File: config.mk
export PLATFORM = sky130hd
export DESIGN_NAME = nal_unit_escape_packer
export DESIGN_NICKNAME = d
export VERILOG_FILES = /design/src/hdl/nuep_pkg.sv /design/src/hdl/nuep_front.sv /design/src/hdl/nuep_queue.sv /design/src/hdl/nuep_back.sv /design/src/hdl/nal_unit_escape_packer.sv
export SDC_FILE = /design/constraint.sdc
export NUM_CORES = 1
export LEC_CHECK = 0
export BUFFER_PORTS_ARGS = -buffer_cell sky130_fd_sc_hd__buf_4
export CAP_MARGIN = 0
export CELL_PAD_IN_SITES_DETAIL_PLACEMENT = 0
export CELL_PAD_IN_SITES_GLOBAL_PLACEMENT = 1
export CORE_AREA = 2 2 96 98
export DETAILED_ROUTE_END_ITERATION = 10
export DIE_AREA = 0 0 98 100
export PLACE_DENSITY_LB_ADDON = 0.25
export SYNTH_ARGS = -nofsm -noshare
export SYNTH_HDL_FRONTEND = slang
export SYNTH_HIERARCHICAL = 1
export SYNTH_SLANG_ARGS = --single-unit
File: constraint.sdc
create_clock -name clk -period 5.4 [get_ports clk]
set_input_delay 0 -clock clk [delete_from_list [all_inputs] [get_ports clk]]
set_output_delay 0 -clock clk [all_outputs]
set_load 0.01 [all_outputs]
File: src/hdl/nuep_pkg.sv
package nuep_pkg;

	// Items held between the front and the back end
	localparam int QueueDepth = 4;

	localparam logic [7:0] ByteZero      = 8'h00;
	localparam logic [7:0] StartCodeTail = 8'h01;
	localparam logic [7:0] EscapeByte    = 8'h03;

	// Zero run length at which a small byte must be escaped
	localparam logic [1:0] RunEscape = 2'd2;

	// Classified payload byte, as queued for the back end
	typedef struct packed {
		logic [7:0] data;
		logic       last;
		logic       prefix;
		logic       esc;
		logic       trail;
	} unit_item_t;

endpackage

File: src/hdl/nuep_front.sv
module nuep_front (
	input  logic                 clk,
	input  logic                 arst_n,
	input  logic                 push,
	input  logic [7:0]           payload_byte,
	input  logic                 payload_last,
	input  logic                 q_full,
	output logic                 wr,
	output nuep_pkg::unit_item_t desc
);
	import nuep_pkg::*;

	logic [1:0] zero_run_q;
	logic       unit_open_q;
	logic       esc;
	logic       is_zero;
	logic [1:0] run_base;
	logic [1:0] run_next;

	// Classify the incoming item against the running zero count
	assign wr       = push && !q_full;
	assign is_zero  = (payload_byte == ByteZero);
	assign esc      = (zero_run_q == RunEscape) && (payload_byte <= EscapeByte);
	assign run_base = esc ? 2'd0 : zero_run_q;
	always_comb begin
		if (!is_zero) begin
			run_next = 2'd0;
		end else if (run_base == RunEscape) begin
			run_next = RunEscape;
		end else begin
			run_next = run_base + 2'd1;
		end
	end

	assign desc.data   = payload_byte;
	assign desc.last   = payload_last;
	assign desc.prefix = !unit_open_q;
	assign desc.esc    = esc;
	assign desc.trail  = payload_last && is_zero;

	// Advance the unit state on each accepted item; close it on the last byte
	always_ff @(posedge clk or negedge arst_n) begin
		if (!arst_n) begin
			zero_run_q  <= 2'd0;
			unit_open_q <= 1'b0;
		end else if (wr) begin
			if (payload_last) begin
				zero_run_q  <= 2'd0;
				unit_open_q <= 1'b0;
			end else begin
				zero_run_q  <= run_next;
				unit_open_q <= 1'b1;
			end
		end
	end

endmodule

File: src/hdl/nuep_queue.sv
module nuep_queue #(
	parameter int DEPTH = nuep_pkg::QueueDepth
) (
	input  logic                 clk,
	input  logic                 arst_n,
	input  logic                 wr,
	input  nuep_pkg::unit_item_t wr_data,
	input  logic                 rd,
	output nuep_pkg::unit_item_t rd_data,
	output logic                 full,
	output logic                 empty
);
	import nuep_pkg::*;

	localparam int PtrW = (DEPTH > 1) ? $clog2(DEPTH) : 1;
	localparam int CntW = $clog2(DEPTH + 1);
	localparam logic [PtrW-1:0] PtrLast = PtrW'(DEPTH - 1);
	localparam logic [CntW-1:0] CntFull = CntW'(DEPTH);

	unit_item_t      mem_q [DEPTH];
	logic [PtrW-1:0] wr_ptr_q;
	logic [PtrW-1:0] rd_ptr_q;
	logic [CntW-1:0] count_q;
	logic            do_wr;
	logic            do_rd;

	assign full    = (count_q == CntFull);
	assign empty   = (count_q == '0);
	assign do_wr   = wr && !full;
	assign do_rd   = rd && !empty;
	assign rd_data = mem_q[rd_ptr_q];

	// Hold queued items
	always_ff @(posedge clk) begin
		if (do_wr) begin
			mem_q[wr_ptr_q] <= wr_data;
		end
	end

	// Advance pointers and occupancy
	always_ff @(posedge clk or negedge arst_n) begin
		if (!arst_n) begin
			wr_ptr_q <= '0;
			rd_ptr_q <= '0;
			count_q  <= '0;
		end else begin
			if (do_wr) begin
				wr_ptr_q <= (wr_ptr_q == PtrLast) ? '0 : wr_ptr_q + PtrW'(1);
			end
			if (do_rd) begin
				rd_ptr_q <= (rd_ptr_q == PtrLast) ? '0 : rd_ptr_q + PtrW'(1);
			end
			if (do_wr && !do_rd) begin
				count_q <= count_q + CntW'(1);
			end else if (do_rd && !do_wr) begin
				count_q <= count_q - CntW'(1);
			end
		end
	end

endmodule

File: src/hdl/nuep_back.sv
module nuep_back (
	input  logic                 clk,
	input  logic                 arst_n,
	input  logic                 q_empty,
	input  nuep_pkg::unit_item_t q_head,
	output logic                 q_pop,
	input  logic                 pop,
	output logic                 empty,
	output logic [7:0]           out_byte,
	output logic                 out_last
);
	import nuep_pkg::*;

	typedef enum logic [7:0] {
		ST_IDLE  = 8'b0000_0001,
		ST_SC0   = 8'b0000_0010,
		ST_SC1   = 8'b0000_0100,
		ST_SC2   = 8'b0000_1000,
		ST_SC3   = 8'b0001_0000,
		ST_ESC   = 8'b0010_0000,
		ST_DATA  = 8'b0100_0000,
		ST_TRAIL = 8'b1000_0000
	} back_state_t;

	function automatic back_state_t entry_state(input unit_item_t it);
		if (it.prefix) begin
			entry_state = ST_SC0;
		end else if (it.esc) begin
			entry_state = ST_ESC;
		end else begin
			entry_state = ST_DATA;
		end
	endfunction

	back_state_t state_q;
	back_state_t state_d;
	unit_item_t  cur_q;
	logic        adv;
	logic        item_done;

	assign empty = (state_q == ST_IDLE);
	assign adv   = pop && !empty;

	// Drive the byte for the current step
	always_comb begin
		out_last = 1'b0;
		case (state_q)
			ST_SC0, ST_SC1, ST_SC2: out_byte = ByteZero;
			ST_SC3:                 out_byte = StartCodeTail;
			ST_ESC:                 out_byte = EscapeByte;
			ST_DATA: begin
				out_byte = cur_q.data;
				out_last = cur_q.last && !cur_q.trail;
			end
			ST_TRAIL: begin
				out_byte = EscapeByte;
				out_last = 1'b1;
			end
			default:                out_byte = ByteZero;
		endcase
	end

	// Step through the item; take the next one as soon as this one finishes
	always_comb begin
		state_d   = state_q;
		item_done = 1'b0;
		q_pop     = 1'b0;
		case (state_q)
			ST_IDLE:  item_done = 1'b1;
			ST_SC0:   if (adv) state_d = ST_SC1;
			ST_SC1:   if (adv) state_d = ST_SC2;
			ST_SC2:   if (adv) state_d = ST_SC3;
			ST_SC3:   if (adv) state_d = cur_q.esc ? ST_ESC : ST_DATA;
			ST_ESC:   if (adv) state_d = ST_DATA;
			ST_DATA: begin
				if (adv) begin
					if (cur_q.trail) begin
						state_d = ST_TRAIL;
					end else begin
						item_done = 1'b1;
					end
				end
			end
			ST_TRAIL: item_done = adv;
			default:  state_d = ST_IDLE;
		endcase
		if (item_done) begin
			if (!q_empty) begin
				q_pop   = 1'b1;
				state_d = entry_state(q_head);
			end else begin
				state_d = ST_IDLE;
			end
		end
	end

	always_ff @(posedge clk or negedge arst_n) begin
		if (!arst_n) begin
			state_q <= ST_IDLE;
		end else begin
			state_q <= state_d;
		end
	end

	// Load the item being emitted
	always_ff @(posedge clk) begin
		if (q_pop) begin
			cur_q <= q_head;
		end
	end

endmodule

File: src/hdl/nal_unit_escape_packer.sv
// Annex B framer with emulation prevention for one coding unit at a time.
// Input queue port: payload_byte/payload_last, taken when push is high and
// full is low; payload_last marks the final byte of a unit.
// Output queue port: out_byte/out_last, valid while empty is low, taken when
// pop is high; out_last marks the final byte of the framed unit.
// Each unit opens with 00 00 00 01; 03 is inserted before any byte of 03 or
// less that follows two zeros, and a unit ending in zero gets a trailing 03.
// One input item yields one to six output bytes.
// With the output side idle, an accepted item is written into the item queue
// and then loaded into the back-end registers, which show its first byte.
// Throughput: one output byte per cycle while pop is high, set by the back-end
// sequencer; input runs at one item per cycle while items make one byte each,
// and the QUEUE_DEPTH-entry item queue absorbs start codes and escapes.
// When pop stays low the shown byte holds, the queue fills and full rises.
// Reset clears the queue and the zero count; the next byte opens a new unit.
module nal_unit_escape_packer #(
	parameter int QUEUE_DEPTH = nuep_pkg::QueueDepth
) (
	input  logic       clk,
	input  logic       arst_n,
	input  logic       push,
	output logic       full,
	input  logic [7:0] payload_byte,
	input  logic       payload_last,
	output logic       empty,
	input  logic       pop,
	output logic [7:0] out_byte,
	output logic       out_last
);
	import nuep_pkg::*;

	unit_item_t wr_item;
	unit_item_t head_item;
	logic       wr;
	logic       q_pop;
	logic       q_empty;

	// Classify items and track the zero run
	nuep_front u_front (
		.clk          (clk),
		.arst_n       (arst_n),
		.push         (push),
		.payload_byte (payload_byte),
		.payload_last (payload_last),
		.q_full       (full),
		.wr           (wr),
		.desc         (wr_item)
	);

	// Decouple acceptance from emission
	nuep_queue #(
		.DEPTH (QUEUE_DEPTH)
	) u_queue (
		.clk     (clk),
		.arst_n  (arst_n),
		.wr      (wr),
		.wr_data (wr_item),
		.rd      (q_pop),
		.rd_data (head_item),
		.full    (full),
		.empty   (q_empty)
	);

	// Emit start code, escape, payload and trailing bytes
	nuep_back u_back (
		.clk      (clk),
		.arst_n   (arst_n),
		.q_empty  (q_empty),
		.q_head   (head_item),
		.q_pop    (q_pop),
		.pop      (pop),
		.empty    (empty),
		.out_byte (out_byte),
		.out_last (out_last)
	);

endmodule

==> out/metrics.cfg <==
[setup_path]
r2r_start = u_back/state_q[6]
crit_arrival_ps = 3740
worstRegToRegCells = 9
critPathLaunchType = flip-flop
crit_start = u_back/state_q[6]
required_ps = 5630
crit_fanout = 12
r2r-end = u_queue/count_q[1]
path_class = reg -> reg
reg2reg_setup_slack_ps = 1890
critPathCaptureType = flip-flop

[cells_and_area]
n_fill_cell = 816
stdcell_area_um2 = 3958
num-nets-final = 272
utilization = 0.4452
area_growth_pct = 14.81
layout-drive-gt1-share = 0.2422
diodes = 0

[sta]
tns_ps = 0
worst_slew_pin_slew_ps = 892.3
timing.final.crit_share = 0.6506
finClkSkew_ps = 6.799
fmax_mhz = 284.7
slew_viol_final = 0
slew_headroom = 0.4030
hold_violations = 0
period_minus_slack_ps = 3513
rsz0062_at_grt = no
setup_viol = 0
worst_hold_slack_ps = 86.12

[routing]
wl_per_cell_um = 16.61
vias = 1871
antenna_left = 0
initialDrtViolationCount = 78
drc_errors = 0
drt_wl_total_um = 6097
vias_per_cell = 5.098
drt_first_pass_iters = 4

[power]
switching_share = 0.3202
p_leak_uw = 0.001459
p_per_area_nw_per_um2 = 502.4
power_frac_seq = 0.494
combPwrFrac = 0.292
peakVddDrop_uv = 221.9
internal_power_uw = 1352
switchingPower_uw = 636.5
clockPowerShare = 0.214

[floorplan]
rows = 35
start_util = 0.3878
die-area_um2 = 9800
coreArea_um2 = 8890
ios = 24
fp.dieH_um = 100
die_w_um = 98

[logic_synthesis]
synth.area.top_cells = edfxtp_1 51%, dfrtp_1 12%, mux4_2 7.8%
synth.top_cell.area_share = 0.5140
synth_flop_cell = edfxtp_1
synth_largest_area_cell = edfxtp_1
avgSynthCellArea_um2 = 15.46
synth_edf_count = 59
synth_area_um2 = 3447
yosysMostFrequentCell = edfxtp_1
synthDistinctLibCells = 51
synthArstFlopShare = 0.2338
synth_seq_cells = 77
synth_fp_nets = 244
yosys-top-cells-count = 59 x edfxtp_1, 17 x dfrtp_1, 15 x inv_1, 12 x mux4_2, 11 x buf_4
yosysWarnings = 6
syn_inst = 223
ys_seq_area_frac = 0.6450

[placement]
hpwl_um = 4221
place_congestion = 0.7893
dpl-instance-area_um2 = 3649
portBuffers = 23

[global_route]
grt_max_degree = 19
gr-total-overflow = 0
gr-usage-all-layers = 0.1327
grt_pass1_wl_um = 9791
grt_pass1_vias = 1812
antenna_found_initial = 0

[clocking]
root_buffer = clkbuf_8
clkTransAtPathRegs_ps = 80
clock_latency_ps = 330
cts_setup_buffers = 0
cts_tree = built
cts_made_buffers = 9
cts_hold_buf = 11
clock_path_buffers = 2
ctsHtreeMaxLevel = 3
cts_sinks = 77
cts_resized = 0

[run_status]
status = finished, final reports clean

[min_path]
hold_class = in -> async

[job]
maxCapViolations = 0

==> worst max path at each step <==
stage                     slack, ps                  to
after CTS                      1850  u_queue/count_q[1]
after global placement         1920  u_queue/count_q[1]
after global routing           1550  u_queue/count_q[1]
final                          1890  u_queue/count_q[1]
after floorplan                2140  u_queue/count_q[1]
after detailed placement       1820  u_queue/count_q[1]
==> cells by family (layout without fill, tap and decap cells) <==
logic type	count (synthesis)	after routing	share of synthesized area
and+or+nand+nor	55	55	0.09873
adders and majority gates	8	8	0.03122
DFF	77	77	0.6450
buffers and inverters	32	65	0.04828
AOI/OAI and AO/OA	27	27	0.06171
xor gates and xnor gates	5	5	0.01271
muxes	19	19	0.1024
==> power by group through the flow <==
| stage | clock, uW | sequential (uW) | combinational [uW] |
|---|---|---|---|
| after floorplan | 0 | 921 | 488 |
| after global placement | 0 | 999 | 576 |
| after detailed placement | 0 | 1000 | 584 |
| after CTS | 442 | 989 | 592 |
| after global routing | 462 | 1010 | 648 |
| final | 426 | 982 | 580 |
==> layer usage <==
metal  vias to the layer above  GRT usage  wire length [um]
met2                        33     0.2181              2996
met1                       926     0.1746              2831
met3                        10    0.02577               185
met4                         0    0.05449                83
met5                         -          0                 0
li1                        902          -                 -
==> worst max-delay path, stage by stage (launching register included) <==
cell	delay (ps)
dfrtp_1	460
nor4_1	560
and4_1	360
nor2_1	100
nor2_1	680
o31ai_2	230
ha_1	270
inv_1	80
fa_1	410
mux2_2	260
==> cells in the final DEF, fill, tap and decap left out, types with 3 or more instances in the layout <==
cell           count
edfxtp_1          59
buf_4             23
dfrtp_1           17
inv_1             15
mux4_2            12
dlygate4sd3_1     11
and2_1            10
clkbuf_8           9
nor2_1             9
nand2_1            7
ha_1               7
nor3_1             4
o21ai_0            4
a21oi_1            3
nand3_1            3
nand2b_1           3
o22ai_1            3
xor2_1             3
mux2i_1            3
==> stage by stage <==
stage | setup WS, ps | std cells | power [uW]
final | 1887 | 367 | 1988
after global routing | 1550 | 367 | 2117
after CTS | 1849 | 367 | 2023
after detailed placement | 1825 | 340 | 1584
after global placement | 1917 | 340 | 1575
after floorplan | 2140 | 223 | 1408
==> layout make-up <==
type | count | area [um^2] | share of cell area
clock buffer | 10 | 127.6 | 0.03225
multi-input combinational | 114 | 1057 | 0.2672
inverter | 15 | 56.30 | 0.01423
tap | 111 | 138.9 | 0.03509
clock inverter | 6 | 71.32 | 0.01802
sequential | 77 | 2223 | 0.5618
timing repair buffer | 34 | 282.8 | 0.07145
==> registers in the layout, indices dropped and copies added, names as in the netlist <==
signal               count
u_back/cur_q            11
u_back/state_q           8
u_front/unit_open_q      1
u_front/zero_run_q       2
u_queue/count_q          3
u_queue/mem_q           48
u_queue/rd_ptr_q         2
u_queue/wr_ptr_q         2
Power figures use the tool's default switching activity.
